### config.mk
export PLATFORM = sky130hd
export DESIGN_NAME = dns_question_name_parser
export DESIGN_NICKNAME = d
export VERILOG_FILES = /design/src/rtl/core/dqnp_pkg.sv /design/src/rtl/core/dns_question_name_parser.sv /design/src/rtl/core/dqnp_core.sv /design/src/rtl/core/dqnp_out_reg.sv
export SDC_FILE = /design/constraint.sdc
export NUM_CORES = 1
export LEC_CHECK = 0
export ABC_AREA = 1
export BUFFER_PORTS_ARGS = -buffer_cell sky130_fd_sc_hd__buf_4
export CAP_MARGIN = 10
export CORE_MARGIN = 2
export CORE_UTILIZATION = 50
export CTS_CLUSTER_DIAMETER = 120
export DETAILED_ROUTE_END_ITERATION = 7
export PLACE_DENSITY = 0.66
export SKIP_LAST_GASP = 1
export SYNTH_ARGS = -nofsm -noshare
export SYNTH_HDL_FRONTEND = slang
export SYNTH_HIERARCHICAL = 1
export SYNTH_SLANG_ARGS = --single-unit
### constraint.sdc
create_clock -name clk_i -period 3.74 [get_ports clk_i]
set_clock_uncertainty 0.15 [all_clocks]
set_input_delay 0.561 -clock clk_i [delete_from_list [all_inputs] [get_ports clk_i]]
set_output_delay 0.561 -clock clk_i [all_outputs]
set_load 0.1 [all_outputs]
### src/rtl/core/dqnp_pkg.sv
`timescale 1ns / 1ps
// ----------------------------------------------------------------------------
// dqnp_pkg
// shared types and constants of the dns question name parser
// ----------------------------------------------------------------------------
package dqnp_pkg;

  // parser phase
  typedef enum logic [2:0] {
    PH_IDLE    = 3'd0,
    PH_HEADER  = 3'd1,
    PH_LEN     = 3'd2,
    PH_LABEL   = 3'd3,
    PH_TRAILER = 3'd4,
    PH_DONE    = 3'd5
  } phase_e;

  // result kind
  typedef enum logic [2:0] {
    KIND_CHAR      = 3'd0,
    KIND_ESC       = 3'd1,
    KIND_SEP       = 3'd2,
    KIND_QDONE     = 3'd3,
    KIND_MALFORMED = 3'd4,
    KIND_TRUNC     = 3'd5
  } kind_e;

  // position within the qtype / qclass trailer of a question
  typedef enum logic [1:0] {
    TRL_QTYPE_HI  = 2'd0,
    TRL_QTYPE_LO  = 2'd1,
    TRL_QCLASS_HI = 2'd2,
    TRL_QCLASS_LO = 2'd3
  } trl_e;

  localparam logic [3:0] HdrFlagsIdx = 4'd2;
  localparam logic [3:0] HdrQdHiIdx  = 4'd4;
  localparam logic [3:0] HdrQdLoIdx  = 4'd5;
  localparam logic [3:0] HdrLastIdx  = 4'd11;

  localparam logic [7:0] CharLo = 8'd33;
  localparam logic [7:0] CharHi = 8'd127;

  typedef struct packed {
    kind_e       kind;
    logic [15:0] value;
    logic        eom;
  } res_t;

endpackage

### src/rtl/core/dns_question_name_parser.sv
`timescale 1ns / 1ps
// ----------------------------------------------------------------------------
// dns_question_name_parser
// byte-wide parser of the question section of a dns message
// ----------------------------------------------------------------------------
// Takes one message byte per beat, msg_first on the first header byte and
// msg_last on the final byte, and gives at most one result beat per input
// beat: characters, escaped bytes and separators of each question name, then
// the qtype of each question, or a malformed or truncated marker. Responses
// and bytes outside a message give nothing. A byte is taken every cycle while
// the output side keeps up; a result passes from the input register through
// the parser core into the result register, which holds it on the output
// until it is taken. Throughput is set by the state update in the parser core.
module dns_question_name_parser import dqnp_pkg::*; (
  input  logic        clk_i,
  input  logic        rst_ni,
  // input channel
  input  logic        in_valid_i,
  output logic        in_stall_o,
  input  logic [7:0]  data_byte_i,
  input  logic        msg_first_i,
  input  logic        msg_last_i,
  // result channel
  output logic        out_valid_o,
  input  logic        out_stall_i,
  output logic [2:0]  kind_o,
  output logic [15:0] value_o,
  output logic        end_of_message_o
);

  // input register
  logic       s1_valid_q, s1_valid_d;
  logic [7:0] s1_byte_q;
  logic       s1_first_q, s1_last_q;

  logic in_acc, s1_adv, out_free, res_valid;
  res_t res, out_res;

  // the held beat moves on when it has no result or the result slot is free
  assign s1_adv     = s1_valid_q && (!res_valid || out_free);
  assign in_stall_o = s1_valid_q && !s1_adv;
  assign in_acc     = in_valid_i && !in_stall_o;
  assign s1_valid_d = in_acc ? 1'b1 : (s1_adv ? 1'b0 : s1_valid_q);

  always_ff @(posedge clk_i or negedge rst_ni) begin
    if (!rst_ni) begin
      s1_valid_q <= 1'b0;
    end else begin
      s1_valid_q <= s1_valid_d;
    end
  end

  // beat payload, loaded only on accept
  always_ff @(posedge clk_i) begin
    if (in_acc) begin
      s1_byte_q  <= data_byte_i;
      s1_first_q <= msg_first_i;
      s1_last_q  <= msg_last_i;
    end
  end

  // parser state and per-byte decode
  dqnp_core u_core (
    .clk_i       (clk_i),
    .rst_ni      (rst_ni),
    .en_i        (s1_adv),
    .data_byte_i (s1_byte_q),
    .msg_first_i (s1_first_q),
    .msg_last_i  (s1_last_q),
    .res_valid_o (res_valid),
    .res_o       (res)
  );

  // result register towards the output channel
  dqnp_out_reg u_out (
    .clk_i   (clk_i),
    .rst_ni  (rst_ni),
    .load_i  (s1_adv && res_valid),
    .res_i   (res),
    .free_o  (out_free),
    .valid_o (out_valid_o),
    .stall_i (out_stall_i),
    .res_o   (out_res)
  );

  assign kind_o           = out_res.kind;
  assign value_o          = out_res.value;
  assign end_of_message_o = out_res.eom;

endmodule

### src/rtl/core/dqnp_core.sv
`timescale 1ns / 1ps
// ----------------------------------------------------------------------------
// dqnp_core
// parser state and per-byte update, one beat per enable
// ----------------------------------------------------------------------------
module dqnp_core import dqnp_pkg::*; (
  input  logic       clk_i,
  input  logic       rst_ni,
  input  logic       en_i,
  input  logic [7:0] data_byte_i,
  input  logic       msg_first_i,
  input  logic       msg_last_i,
  output logic       res_valid_o,
  output res_t       res_o
);

  phase_e      phase_q, phase_d, cur_phase;
  logic [3:0]  hidx_q, hidx_d, cur_hidx;
  logic [15:0] qleft_q, qleft_d, cur_qleft, qleft_dec;
  logic [7:0]  lbl_q, lbl_d, cur_lbl, lbl_dec;
  logic        started_q, started_d, cur_started;
  logic [7:0]  qth_q, qth_d, cur_qth;
  trl_e        trl_q, trl_d, cur_trl;
  logic        no_trunc;

  // msg_first restarts the parser before the byte is looked at
  always_comb begin
    cur_phase   = msg_first_i ? PH_HEADER    : phase_q;
    cur_hidx    = msg_first_i ? 4'd0         : hidx_q;
    cur_qleft   = msg_first_i ? 16'd0        : qleft_q;
    cur_lbl     = msg_first_i ? 8'd0         : lbl_q;
    cur_started = msg_first_i ? 1'b0         : started_q;
    cur_qth     = msg_first_i ? 8'd0         : qth_q;
    cur_trl     = msg_first_i ? TRL_QTYPE_HI : trl_q;
  end

  assign qleft_dec = cur_qleft - 16'd1;
  assign lbl_dec   = cur_lbl - 8'd1;

  always_comb begin
    phase_d     = cur_phase;
    hidx_d      = cur_hidx;
    qleft_d     = cur_qleft;
    lbl_d       = cur_lbl;
    started_d   = cur_started;
    qth_d       = cur_qth;
    trl_d       = cur_trl;
    no_trunc    = 1'b0;
    res_valid_o = 1'b0;
    res_o       = '{kind: KIND_SEP, value: 16'd0, eom: 1'b0};

    case (cur_phase)
      PH_HEADER: begin
        if (cur_hidx == HdrFlagsIdx && data_byte_i[7]) begin
          // response: dropped silently
          phase_d  = PH_DONE;
          no_trunc = 1'b1;
        end else begin
          if (cur_hidx == HdrQdHiIdx) begin
            qleft_d = {data_byte_i, 8'd0};
          end else if (cur_hidx == HdrQdLoIdx) begin
            qleft_d = {cur_qleft[15:8], cur_qleft[7:0] | data_byte_i};
          end
          if (cur_hidx >= HdrLastIdx) begin
            if (cur_qleft == 16'd0) begin
              phase_d = PH_DONE;
            end else begin
              phase_d   = PH_LEN;
              started_d = 1'b0;
            end
          end else begin
            hidx_d = cur_hidx + 4'd1;
          end
        end
      end
      PH_LEN: begin
        if (data_byte_i == 8'd0) begin
          if (!cur_started) begin
            res_valid_o = 1'b1;
            res_o       = '{kind: KIND_MALFORMED, value: 16'd0, eom: 1'b1};
            phase_d     = PH_DONE;
            no_trunc    = 1'b1;
          end else begin
            res_valid_o = 1'b1;
            phase_d     = PH_TRAILER;
            trl_d       = TRL_QTYPE_HI;
          end
        end else begin
          res_valid_o = cur_started;
          started_d   = 1'b1;
          lbl_d       = data_byte_i;
          phase_d     = PH_LABEL;
        end
      end
      PH_LABEL: begin
        if (data_byte_i == 8'd0) begin
          res_valid_o = 1'b1;
          res_o       = '{kind: KIND_MALFORMED, value: 16'd0, eom: 1'b1};
          phase_d     = PH_DONE;
          no_trunc    = 1'b1;
        end else begin
          res_valid_o = 1'b1;
          res_o.value = {8'd0, data_byte_i};
          res_o.kind  = (data_byte_i inside {[CharLo:CharHi]}) ? KIND_CHAR : KIND_ESC;
          lbl_d       = lbl_dec;
          if (lbl_dec == 8'd0) begin
            phase_d = PH_LEN;
          end
        end
      end
      PH_TRAILER: begin
        case (cur_trl)
          TRL_QTYPE_HI: begin
            qth_d = data_byte_i;
            trl_d = TRL_QTYPE_LO;
          end
          TRL_QTYPE_LO: begin
            qleft_d     = qleft_dec;
            res_valid_o = 1'b1;
            res_o.kind  = KIND_QDONE;
            res_o.value = {cur_qth, data_byte_i};
            if (qleft_dec == 16'd0) begin
              // last question: rest of the message is ignored
              res_o.eom = 1'b1;
              phase_d   = PH_DONE;
              no_trunc  = 1'b1;
            end else begin
              trl_d = TRL_QCLASS_HI;
            end
          end
          TRL_QCLASS_HI: begin
            trl_d = TRL_QCLASS_LO;
          end
          default: begin
            trl_d     = TRL_QTYPE_HI;
            started_d = 1'b0;
            phase_d   = PH_LEN;
          end
        endcase
      end
      default: begin
        // idle or done: byte ignored
        no_trunc = 1'b1;
      end
    endcase

    // message ends while still unfinished
    if (msg_last_i && !no_trunc && phase_d != PH_DONE && phase_d != PH_IDLE) begin
      res_valid_o = 1'b1;
      res_o       = '{kind: KIND_TRUNC, value: 16'd0, eom: 1'b1};
      phase_d     = PH_DONE;
    end
  end

  always_ff @(posedge clk_i or negedge rst_ni) begin
    if (!rst_ni) begin
      phase_q   <= PH_IDLE;
      hidx_q    <= 4'd0;
      qleft_q   <= 16'd0;
      lbl_q     <= 8'd0;
      started_q <= 1'b0;
      qth_q     <= 8'd0;
      trl_q     <= TRL_QTYPE_HI;
    end else if (en_i) begin
      phase_q   <= phase_d;
      hidx_q    <= hidx_d;
      qleft_q   <= qleft_d;
      lbl_q     <= lbl_d;
      started_q <= started_d;
      qth_q     <= qth_d;
      trl_q     <= trl_d;
    end
  end

  // error results always close the message
  a_err_eom: assert property (@(posedge clk_i) disable iff (!rst_ni)
    res_valid_o && (res_o.kind == KIND_MALFORMED || res_o.kind == KIND_TRUNC) |-> res_o.eom)
    else $error("error result without end of message");

  // no results outside a message
  a_quiet_idle: assert property (@(posedge clk_i) disable iff (!rst_ni)
    en_i && !msg_first_i && (phase_q == PH_IDLE || phase_q == PH_DONE) |-> !res_valid_o)
    else $error("result outside a message");

  // a committed end of message leaves the parser done
  a_eom_done: assert property (@(posedge clk_i) disable iff (!rst_ni)
    en_i && res_valid_o && res_o.eom |=> phase_q == PH_DONE)
    else $error("end of message did not close the parser");

  // label body always has bytes still to come
  a_label_cnt: assert property (@(posedge clk_i) disable iff (!rst_ni)
    phase_q == PH_LABEL |-> lbl_q != 8'd0)
    else $error("empty label body");

endmodule

### src/rtl/core/dqnp_out_reg.sv
`timescale 1ns / 1ps
// ----------------------------------------------------------------------------
// dqnp_out_reg
// result register holding one beat for the output channel
// ----------------------------------------------------------------------------
module dqnp_out_reg import dqnp_pkg::*; (
  input  logic  clk_i,
  input  logic  rst_ni,
  input  logic  load_i,
  input  res_t  res_i,
  output logic  free_o,
  output logic  valid_o,
  input  logic  stall_i,
  output res_t  res_o
);

  logic valid_q, valid_d;
  res_t res_q;

  assign free_o  = !valid_q || !stall_i;
  assign valid_d = load_i ? 1'b1 : (stall_i ? valid_q : 1'b0);

  always_ff @(posedge clk_i or negedge rst_ni) begin
    if (!rst_ni) begin
      valid_q <= 1'b0;
    end else begin
      valid_q <= valid_d;
    end
  end

  always_ff @(posedge clk_i) begin
    if (load_i) begin
      res_q <= res_i;
    end
  end

  assign valid_o = valid_q;
  assign res_o   = res_q;

endmodule

==> results.toml, run 1 <==
[detailed_routing]
post_drt_via_cell_ratio = 5.73
detail_route.drc_violations = 0
dr_total_vias = 5002
wire_per_inst_microns = 17.3
detailedRoute.firstPassIterationCount = 5
drtAntennaViolNets = 0
dr.first_iter.drc_count = 505
sum_of_routed_wire_length_over_all_layers_microns = 15100

[die]
die_area_sq_um = 10300
rows = 35
coreArea_sq_um = 9240
design.portCount = 36
die_x_microns = 102
die_height_microns = 102
floorplan.initialDensity_pct = 51.5

[grt]
gr-usage-all-layers_pct = 27.6
grt_util_met3_pct = 4.42
grt_start_max_net_pins = 45
first_global_vias = 4490
groute.layer.met2.usage_pct = 46.5
grt.overflow.total = 0
busiest_layer = "met2"
groute.layer.met1.usage_pct = 34.9
grt_first_pass_wirelength_microns = 21900
grt_antenna_before_repair = 0

[place]
io_buffer_count = 35
post-place-ws_ns = -0.00539
placement.cell_area_sq_um = 5380
gp_congestion = 0.932
detailed_place_hpwl_microns = 9290

[yosys]
synth_cell_types = 47
postSynth.topFlopCell = "sky130_fd_sc_hd__dfrtp_1"
post-synth-top-area-fraction_pct = 23.1
synth.most_common_cell = "sky130_fd_sc_hd__nand2_1"
synth_enable_flop_cells = 30
synthTopCellsByCount = "sky130_fd_sc_hd__nand2_1 (123), sky130_fd_sc_hd__nor2_1 (90), sky130_fd_sc_hd__inv_1 (80), sky130_fd_sc_hd__o21ai_0 (46), sky130_fd_sc_hd__dfrtp_1 (44)"
synth-async-reset-ratio_pct = 59.5
yosysWarnings = 6
synthesis.instances = 622
synthesized_nets = 645
yosysSeqAreaShare_pct = 42.0
yosys-top-cells-area = "sky130_fd_sc_hd__dfrtp_1 (23%), sky130_fd_sc_hd__edfxtp_1 (19%), sky130_fd_sc_hd__nand2_1 (9.7%)"
netlist_area_sq_um = 4760
synth.ff_latch_count = 74
syn_area_per_cell_sq_um = 7.65
synth_top_area_cell = "sky130_fd_sc_hd__dfrtp_1"

[timing]
timing.final.setup_violations = 32
slew_headroom_pct = 58.5
layout_min_cycle_time_ns = 3.92
layout_setup_ws_ns = -0.180
hold_violations = 0
slew_violations = 0
layout_worst_path_cycle_share_pct = 105
worstMarginPinSlew_ns = 0.621
fin_worst_hold_slack_ns = 0.0517
clock.fmax_mhz = 255
setup_repair_after_global_routing_missed_its_margin = "true"

[critical_path]
crit_type = "reg2out"
startpoint_type = "flip-flop"
worst-endpoint-arrival_ns = 3.21
worst-path-max-fanout = 6
timing.critical_path.to_type = "output pin"
critPathRequiredTime_ns = 3.03

[layout]
num-fill-cells = 686
layout-drive-gt1-share_pct = 33.2
insertedDiodeCount = 0
postLayoutCellArea_sq_um = 6590
utilization_pct = 71.3
layout_net_count = 762
area_growth_pct = 38.3

[clock_network]
clock_tree.htree_level_count = 3
clk_transition_reported_paths_ns = 0.09
worst_skew_pair.late_latency_ns = 0.37
hold_buffers = 0
cts_root_buf = "sky130_fd_sc_hd__clkbuf_8"
cts-root-to-sink-buffers = 2
clock_tree_from_tritoncts = "built"
tritoncts_num_sinks = 74
cts-buffers-inserted = 9

[run_status]
violations_in_the_final_reports = "negative setup slack"
run_status = "finished with violations"

[pwr]
cellPowerDensity_nw_per_um2 = 553
leakage_nw = 3.10
power.total_mw = 3.64
ir_worst_vdd_uv = 269

[worst_hold_path]
hp-class = "in2async"

[flow_run]
max_cap_viol_count = 0
## worst paths after layout
path	startpoint	end	slack (ns)	cells past startpoint
max	s1_first_q	in_stall_o	-0.18	20
min	rst_ni	u_core/qleft_q[6]	0.05	1
max reg2reg	s1_first_q	u_core/qleft_q[4]	-0.14	25
min reg2reg	u_core/qth_q[6]	u_core/qth_q[6]	0.34	2
max in group asynchronous	rst_ni	s1_valid_q	2.98	1
min in group clk_i	msg_last_i	s1_last_q	0.21	1
## cells by family after synthesis
logic type,share of synthesized area [%]
and+or+nand+nor,29.5
AOI/OAI and AO/OA,15.8
adders and majority gates,2.37
xor gates and xnor gates,1.47
DFF,42.0
buffers and inverters,8.86
## critical path, cell delays in order (launching register included)
cell	delay [ns]
sky130_fd_sc_hd__edfxtp_1	0.49
sky130_fd_sc_hd__clkinv_4	0.17
sky130_fd_sc_hd__buf_12	0.19
sky130_fd_sc_hd__nand2_8	0.08
sky130_fd_sc_hd__inv_4	0.04
sky130_fd_sc_hd__nor2_4	0.15
sky130_fd_sc_hd__nand3_2	0.11
sky130_fd_sc_hd__o21bai_1	0.20
sky130_fd_sc_hd__buf_4	0.15
sky130_fd_sc_hd__nand3_1	0.11
sky130_fd_sc_hd__nor2_1	0.12
sky130_fd_sc_hd__nand3_1	0.10
sky130_fd_sc_hd__nand2_1	0.10
sky130_fd_sc_hd__nand2_2	0.08
sky130_fd_sc_hd__nand3_4	0.11
sky130_fd_sc_hd__nand3_4	0.10
sky130_fd_sc_hd__nand2_8	0.10
sky130_fd_sc_hd__nand3_4	0.07
sky130_fd_sc_hd__nand3_4	0.09
sky130_fd_sc_hd__clkinvlp_4	0.10
sky130_fd_sc_hd__buf_12	0.17
## routing by layer
metal	wire length (microns)	share of wire, %
met5	0	0
met4	628	4.2
met3	1330	8.8
met2	7200	48
met1	5970	39
## cells in the final DEF (no fill, tap or decap), types with 3 or more instances in the layout
cell                         count
sky130_fd_sc_hd__edfxtp_1       30
sky130_fd_sc_hd__clkbuf_8        9
sky130_fd_sc_hd__inv_2           5
sky130_fd_sc_hd__inv_1          75
sky130_fd_sc_hd__a21oi_1        19
sky130_fd_sc_hd__clkinv_4        3
sky130_fd_sc_hd__a22o_1          3
sky130_fd_sc_hd__buf_12          7
sky130_fd_sc_hd__o211ai_1        6
sky130_fd_sc_hd__nand3_1        30
sky130_fd_sc_hd__buf_6           6
sky130_fd_sc_hd__dfrtp_1        44
sky130_fd_sc_hd__clkbuf_16       6
sky130_fd_sc_hd__o21ai_1         9
sky130_fd_sc_hd__nand2_1       108
sky130_fd_sc_hd__o21ai_2         4
sky130_fd_sc_hd__nand2_2        17
sky130_fd_sc_hd__ha_1            7
sky130_fd_sc_hd__xnor2_1         3
sky130_fd_sc_hd__o21ai_0        34
sky130_fd_sc_hd__o22ai_1        13
sky130_fd_sc_hd__a221oi_1        7
sky130_fd_sc_hd__buf_4         103
sky130_fd_sc_hd__nor2_2         28
sky130_fd_sc_hd__nand4_1        11
sky130_fd_sc_hd__nand3_2         4
sky130_fd_sc_hd__clkinvlp_4      4
sky130_fd_sc_hd__o22a_1          4
sky130_fd_sc_hd__nor2_4          8
sky130_fd_sc_hd__inv_4           3
sky130_fd_sc_hd__a21oi_2         3
sky130_fd_sc_hd__nand3_4         4
sky130_fd_sc_hd__o221ai_1        3
sky130_fd_sc_hd__nor2_1         74
sky130_fd_sc_hd__nand2_4         6
sky130_fd_sc_hd__nand2_8         6
## sequential cells by signal, indices dropped and copies added (netlist names)
| name | count |
|---|---|
| s1_byte_q | 8 |
| s1_first_q | 1 |
| s1_last_q | 1 |
| s1_valid_q | 1 |
| u_core/hidx_q | 4 |
| u_core/lbl_q | 8 |
| u_core/phase_q | 3 |
| u_core/qleft_q | 16 |
| u_core/qth_q | 8 |
| u_core/started_q | 1 |
| u_core/trl_q | 2 |
| u_out/res_o | 20 |
| u_out/valid_o | 1 |
## what timing repair did
| item | 4_1_cts | 5_1_grt |
|---|---|---|
| gates resized for setup | 35 | 81 |
| endpoints found under the setup margin | 1 | 38 |
| pin swaps | 19 | 40 |
| cloned | 1 | 7 |
| buffers inserted | 35 | 19 |
## stage by stage
stage,setup TNS (ns),std cells
3_5_place_dp,-0.00539,798
2_1_floorplan,0,622
5_1_grt,-9.66,873
3_3_place_gp,0,798
4_1_cts,-0.0133,850
6_report,-2.43,873
## where the power goes
| part | total [mW] | internal [mW] | leakage (nW) | switching (mW) |
|---|---|---|---|---|
| clock | 0.655 | 0.312 | 0.0921 | 0.342 |
| sequential | 1.15 | 1.02 | 0.851 | 0.135 |
| combinational | 1.84 | 0.649 | 2.16 | 1.19 |
## area by class of cell
| type | instances | area [sq um] | share of cell area, % |
|---|---|---|---|
| clock buffers | 9 | 124 | 1.88 |
| repair buffers | 125 | 1190 | 18.0 |
| well taps | 129 | 161 | 2.45 |
| multi-input cells | 442 | 2690 | 40.8 |
| flip-flops and latches | 74 | 2000 | 30.4 |
| inverters | 87 | 343 | 5.21 |
| clock inverters | 7 | 78.8 | 1.20 |
Note: power is estimated with default switching activity, not from simulation.
==> run 2, diff against run 1 <==
- ABC_AREA: 1 -> default
==> run 2 against run 1 <==
Effect of this change:
- the flow still finishes with violations (negative setup slack)
- sequential share of layout area increased by 4.5 points
- utilization fell by 4.8 points
- combinational power down 14%
- total power down 5.0%
- synthesized cell count is 24% lower
- routed wire length shrank 19%
- area after synthesis is 7.3% lower
- maximum frequency down 6.5%
- final cell count decreased by 23%
- via count decreased by 18%
- clock power rose by 17%
==> results.toml, run 2 <==
[run_status]
run_status = "finished with violations"
violations_in_the_final_reports = "negative setup slack"

[timing]
clock.fmax_mhz = 239
worstMarginPinSlew_ns = 0.660
fin_worst_hold_slack_ns = 0.0564
slew_violations = 0
layout_worst_path_cycle_share_pct = 112
timing.final.setup_violations = 52
slew_headroom_pct = 55.6
layout_min_cycle_time_ns = 4.19
layout_setup_ws_ns = -0.451
hold_violations = 0
setup_repair_after_global_routing_missed_its_margin = "true"
fin_tns_setup_ns = -8.98

[critical_path]
critical_path.most_common_cell = "sky130_fd_sc_hd__or4_4"
worst-path-buf-inv = 2
worst-endpoint-arrival_ns = 3.48
crit_type = "reg2out"
critical-path-top-delay-family = "simple AND/OR/NAND/NOR gates"
crit_cells = 10
cell_type_of_the_slowest_stage_on_the_worst_timing_path = "sky130_fd_sc_hd__or4_4"
startpoint_type = "flip-flop"
critPathRequiredTime_ns = 3.03
worst-path-max-fanout = 3
critical_path.cell_chain = "or4_4, or4_4, or3_4, and4b_4, a211oi_4, nor3_2, a211o_1, nand3b_4, clkinvlp_4, buf_12"
reg2regPathDepth = 13
timing.critical_path.to_type = "output pin"
critical_path.max_stage_delay_ns = 0.57

[clock_network]
clock_tree_from_tritoncts = "built"
hold_buffers = 0
clk_transition_reported_paths_ns = 0.09
cts-buffers-inserted = 9
worst_skew_pair.late_latency_ns = 0.35
tritoncts_num_sinks = 74
cts-root-to-sink-buffers = 2
clock_tree.htree_level_count = 3
cts_root_buf = "sky130_fd_sc_hd__clkbuf_8"

[yosys]
synth.ff_latch_count = 74
synthesized_nets = 493
yosys-top-cells-area = "sky130_fd_sc_hd__dfrtp_1 (25%), sky130_fd_sc_hd__edfxtp_1 (20%), sky130_fd_sc_hd__a22o_1 (6.3%)"
synthesis.instances = 470
synth_xor_xnor_area_share_pct = 2.58
yosysSeqAreaShare_pct = 45.4
synth_enable_flop_cells = 30
synth-async-reset-ratio_pct = 59.5
synth_mux_area_share_pct = 1.22
netlist_area_sq_um = 4410
postSynth.topFlopCell = "sky130_fd_sc_hd__dfrtp_1"
synth_top_area_cell = "sky130_fd_sc_hd__dfrtp_1"
synth_top_family_by_area = "simple AND/OR/NAND/NOR gates"
post-synth-top-area-fraction_pct = 24.9
simple_gate_fraction_of_synth_area_pct = 22.7
synth_cell_types = 63
yosysWarnings = 6
area_fraction_in_compound_gates_after_synthesis_pct = 21.8
synthTopCellsByCount = "sky130_fd_sc_hd__nand2_1 (71), sky130_fd_sc_hd__dfrtp_1 (44), sky130_fd_sc_hd__nor2_1 (40), sky130_fd_sc_hd__a22o_1 (32), sky130_fd_sc_hd__edfxtp_1 (30)"
synth.most_common_cell = "sky130_fd_sc_hd__nand2_1"
synth_fa_ha_area_share_pct = 2.55
syn_area_per_cell_sq_um = 9.39

[layout]
layout-drive-gt1-share_pct = 29.4
layout_common_cells = "sky130_fd_sc_hd__buf_4 (92), sky130_fd_sc_hd__nand2_1 (65), sky130_fd_sc_hd__dfrtp_1 (44)"
insertedDiodeCount = 0
layout_net_count = 579
postLayoutCellArea_sq_um = 5740
utilization_pct = 66.5
area_growth_pct = 30.1
final_common_cell = "sky130_fd_sc_hd__buf_4"
num-fill-cells = 718
largest_register_ffs = 20

[detailed_routing]
wire_per_inst_microns = 18.4
detailedRoute.firstPassIterationCount = 5
sum_of_routed_wire_length_over_all_layers_microns = 12300
drtAntennaViolNets = 0
detail_route.drc_violations = 0
post_drt_via_cell_ratio = 6.10
dr.first_iter.drc_count = 335
dr_total_vias = 4078

[die]
rows = 34
die_x_microns = 98.0
die_height_microns = 98.0
design.portCount = 36
die_area_sq_um = 9600
coreArea_sq_um = 8640
floorplan.initialDensity_pct = 51.1

[pwr]
seqPwrFrac_pct = 31.8
cellPowerDensity_nw_per_um2 = 603
combinational_share_of_power_pct = 46.0
p_clk_share_pct = 22.2
power.switching_mw = 1.40
ir_worst_vdd_uv = 375
swShare_pct = 40.3
cell_internal_pwr_mw = 2.07
leakage_nw = 2.53

[grt]
grt_first_pass_wirelength_microns = 20100
grt.overflow.total = 0
grt_start_max_net_pins = 45
gr-usage-all-layers_pct = 26.2
grt_antenna_before_repair = 0
first_global_vias = 3974

[place]
detailed_place_hpwl_microns = 8520
io_buffer_count = 35
placement.cell_area_sq_um = 5300
gp_congestion = 0.901

[flow_run]
max_cap_viol_count = 0

[worst_hold_path]
hp-class = "in2async"
[run 2: changes by cell type in the layout (fill, tap and decap cells not counted), moves of 13 or more]
| cell | previous run | this run |
|---|---|---|
| sky130_fd_sc_hd__nand2_1 | 108 | 65 |
| sky130_fd_sc_hd__o21ai_0 | 34 | 21 |
| sky130_fd_sc_hd__a22o_1 | 3 | 32 |
| sky130_fd_sc_hd__inv_1 | 75 | 9 |
| sky130_fd_sc_hd__nor2_2 | 28 | 0 |
| sky130_fd_sc_hd__nand2_2 | 17 | 4 |
| sky130_fd_sc_hd__nand3_1 | 30 | 8 |
| sky130_fd_sc_hd__nor2_1 | 74 | 39 |
[run 2: layout make-up]
class,count,area [sq um],share of cell area [%]
Clock buffer,10,128,2.22
Clock inverter,6,113,1.96
Inverter,13,55.1,0.959
Multi-Input combinational cell,354,2430,42.3
Sequential cell,74,2000,34.9
Tap cell,108,135,2.35
Timing Repair Buffer,104,880,15.3
[run 2: worst reg2reg max path, cell delays in order, from the launching register on]
cell and delay, ns:
sky130_fd_sc_hd__dfrtp_1 0.39, sky130_fd_sc_hd__or4_4 0.57, sky130_fd_sc_hd__or4_4 0.55, sky130_fd_sc_hd__or3_4 0.36
sky130_fd_sc_hd__and4b_4 0.21, sky130_fd_sc_hd__a211oi_4 0.25, sky130_fd_sc_hd__nor3_2 0.07, sky130_fd_sc_hd__a211o_1 0.34
sky130_fd_sc_hd__buf_4 0.16, sky130_fd_sc_hd__a21boi_4 0.15, sky130_fd_sc_hd__buf_6 0.15, sky130_fd_sc_hd__buf_16 0.12
sky130_fd_sc_hd__o21ai_2 0.14, sky130_fd_sc_hd__a22o_1 0.27
[run 2: kinds of logic (layout without fill, tap and decap cells)]
logic type,after synthesis,count (layout)
flops,74,74
fa+ha+maj,9,9
mux,5,5
buf+inv,43,133
compound gates,134,135
xor+xnor,13,13
simple gates,192,192
[run 2: per-layer routing]
metal  share of wire [%]  up-vias  track usage, %
li1                    -     1910               -
met1                  44     1990            37.3
met2                  48      164            42.2
met3                 6.5       14            4.15
met4                 1.3        0            6.84
met5                   0        -               0
[run 2: path summary, 6_finish.rpt]
check,startpoint,endpoint,slack [ns]
worst max-delay path,u_core/qleft_q[7],in_stall_o,-0.45
worst min-delay path,rst_ni,u_core/qleft_q[7],0.06
worst max register to register,u_core/qleft_q[7],u_core/qleft_q[7],-0.26
worst min register to register,u_core/qth_q[1],u_core/qth_q[1],0.36
max in group asynchronous,rst_ni,u_core/phase_q[1],2.96
min in group clk_i,msg_first_i,s1_first_q,0.23
[run 2: timing repair]
item / in CTS / in global routing
endpoints found under the setup margin: 62 / 78
cloned: 1 / 1
setup buffers: 5 / 4
gates resized for setup: 16 / 6
pin swaps: 10 / 2
[run 2: power groups by stage]
stage / combinational, mW / clock, mW / sequential [mW]
after global placement: 1.48 / 0 / 1.11
after floorplan: 0.860 / 0 / 1.34
final: 1.59 / 0.768 / 1.10
after global routing: 1.72 / 0.819 / 1.12
after CTS: 1.55 / 0.780 / 1.10
after detailed placement: 1.50 / 0 / 1.12
[run 2: through the flow]
step / cells / power (mW) / setup WS [ns]
after global placement: 643 / 2.59 / -0.197
after CTS: 664 / 3.43 / -0.421
after detailed placement: 643 / 2.62 / -0.281
after global routing: 669 / 3.66 / -0.542
after floorplan: 470 / 2.20 / -0.546
final: 669 / 3.46 / -0.451
==> run 3, diff against run 2 <==
- CORE_UTILIZATION: 50 -> 55
- PLACE_DENSITY: 0.66 -> 0.72
==> run 3 against run 2 <==
Effect of this change:
- the flow still finishes with violations (negative setup slack)
- combinational power barely moved
- utilization rose by 7.6 points
- hold slack barely moved
- sequential cell count did not move
- via count rose by 1.8%
- final cell count fell by 0.45%
- die area fell by 8.7%
- first-iteration DRC count fell by 7.8%
- final area rose by 0.26%
==> results.toml, run 3 (synthesized netlist as in run 2, its figures left out) <==
[timing]
worstMarginPinSlew_ns = 0.849
slew_headroom_pct = 42.9
setup_repair_after_global_routing_missed_its_margin = "true"
timing.final.setup_violations = 43
slew_violations = 0
fin_worst_hold_slack_ns = 0.0560
fin_tns_setup_ns = -9.70
layout_setup_ws_ns = -0.354
layout_worst_path_cycle_share_pct = 109
clock.fmax_mhz = 244
hold_violations = 0
layout_min_cycle_time_ns = 4.09

[grt]
gr-usage-all-layers_pct = 31.0
grt_antenna_before_repair = 0
first_global_vias = 3951
grt.overflow.total = 0
grt_start_max_net_pins = 45
grt_first_pass_wirelength_microns = 20700

[detailed_routing]
top_layer = "met4"
detail_route.drc_violations = 0
sum_of_routed_wire_length_over_all_layers_microns = 12900
dr_total_vias = 4153
detailedRoute.firstPassIterationCount = 5
drt-met1-wl_microns = 5310
dr_wl_met3_microns = 802
dr.first_iter.drc_count = 309
met2_wirelength_microns = 6460
post_drt_via_cell_ratio = 6.24
wire_per_inst_microns = 19.4
drtAntennaViolNets = 0

[clock_network]
clock_tree_from_tritoncts = "built"
cts-root-to-sink-buffers = 2
tritoncts_num_sinks = 74
clk_transition_reported_paths_ns = 0.09
clock_tree.htree_level_count = 3
hold_buffers = 0
worst_skew_pair.late_latency_ns = 0.35
cts-buffers-inserted = 9
cts_root_buf = "sky130_fd_sc_hd__clkbuf_8"

[critical_path]
worstReg2RegStart = "s1_first_q"
crit_type = "reg2out"
timing.critical_path.to_type = "output pin"
worst-endpoint-arrival_ns = 3.38
worst-path-max-fanout = 6
reg2regPathDepth = 18
critical_path.reg2reg.endpoint = "u_core/lbl_q[3]"
startpoint_type = "flip-flop"
critPathRequiredTime_ns = 3.03
regToRegSetupSlack_ns = -0.33

[die]
die_height_microns = 93.6
floorplan.initialDensity_pct = 56.8
die_x_microns = 93.6
design.portCount = 36
coreArea_sq_um = 7770
die_area_sq_um = 8760
rows = 32

[layout]
largest_register_ffs = 20
layout_common_cells = "sky130_fd_sc_hd__buf_4 (99), sky130_fd_sc_hd__nand2_1 (65), sky130_fd_sc_hd__dfrtp_1 (44)"
layout-drive-gt1-share_pct = 30.3
final_common_cell = "sky130_fd_sc_hd__buf_4"
insertedDiodeCount = 0
area_growth_pct = 30.4
layout_net_count = 582
utilization_pct = 74.1

[worst_hold_path]
hp-class = "in2async"

[run_status]
run_status = "finished with violations"
violations_in_the_final_reports = "negative setup slack"

[pwr]
ir_worst_vdd_uv = 421
swShare_pct = 42.6
combinational_share_of_power_pct = 47.8
p_clk_share_pct = 19.4
leakage_nw = 2.53
power.switching_mw = 1.45
seqPwrFrac_pct = 32.8
cellPowerDensity_nw_per_um2 = 589
cell_internal_pwr_mw = 1.95
power.total_mw = 3.39

[place]
detailed_place_hpwl_microns = 8840
io_buffer_count = 35
gp_congestion = 0.919

[flow_run]
max_cap_viol_count = 0
[run 3: worst max path at each step]
stage | endpoint | cells after the start | slack, ns | startpoint
floorplan | in_stall_o | 16 | -0.55 | s1_first_q
global placement | u_core/hidx_q[3] | 15 | -0.14 | s1_first_q
detailed placement | in_stall_o | 15 | -0.19 | s1_first_q
CTS | in_stall_o | 13 | -0.36 | s1_first_q
global route | in_stall_o | 13 | -0.46 | s1_first_q
finish | in_stall_o | 13 | -0.35 | s1_first_q
[run 3: timing repair]
item / CTS / global route
pin swaps: 13 / 1
endpoints found under the setup margin: 70 / 74
setup buffers: 11 / 1
gates cloned: 2 / 0
gates resized for setup: 22 / 6
[run 3: routing by layer]
| layer | vias up | track usage, % |
|---|---|---|
| met5 | - | 0 |
| met4 | 0 | 11.1 |
| met3 | 28 | 3.87 |
| met2 | 187 | 53.3 |
| met1 | 2030 | 40.4 |
| li1 | 1908 | - |
[run 3: power by group through the flow]
stage	sequential, mW	combinational, mW	clock [mW]
after floorplan	1.34	0.860	0
after global placement	1.12	1.47	0
after detailed placement	1.12	1.49	0
after CTS	1.11	1.58	0.667
after global routing	1.13	1.73	0.708
final	1.11	1.62	0.657
[run 3: worst max-delay path, stage by stage, from the launching register on]
cell and delay [ns]:
sky130_fd_sc_hd__edfxtp_1 0.41, sky130_fd_sc_hd__inv_4 0.10, sky130_fd_sc_hd__nand2_4 0.08, sky130_fd_sc_hd__ha_4 0.12, sky130_fd_sc_hd__or3b_1 0.35, sky130_fd_sc_hd__or4_4 0.42
sky130_fd_sc_hd__or3_4 0.35, sky130_fd_sc_hd__and4b_4 0.21, sky130_fd_sc_hd__a211oi_4 0.22, sky130_fd_sc_hd__nor3_2 0.07, sky130_fd_sc_hd__a211o_1 0.30, sky130_fd_sc_hd__nand3b_4 0.12
sky130_fd_sc_hd__clkinvlp_4 0.10, sky130_fd_sc_hd__buf_12 0.17
[run 3: metrics by stage]
step	instance area (sq um)	worst slack, ns	cells
after detailed placement	5280	-0.187	636
final	5760	-0.354	666
after global placement	5280	-0.141	636
after CTS	5730	-0.360	665
after floorplan	4640	-0.546	470
after global routing	5760	-0.462	666
[run 3: area by class of cell]
type                            instances  area (sq um)
Multi-Input combinational cell        354          2460
Clock inverter                          7          82.6
Inverter                               13          55.1
Fill cell                             588          2010
Clock buffer                            9           124
Timing Repair Buffer                  107           901
Sequential cell                        74          2000
Tap cell                              102           128
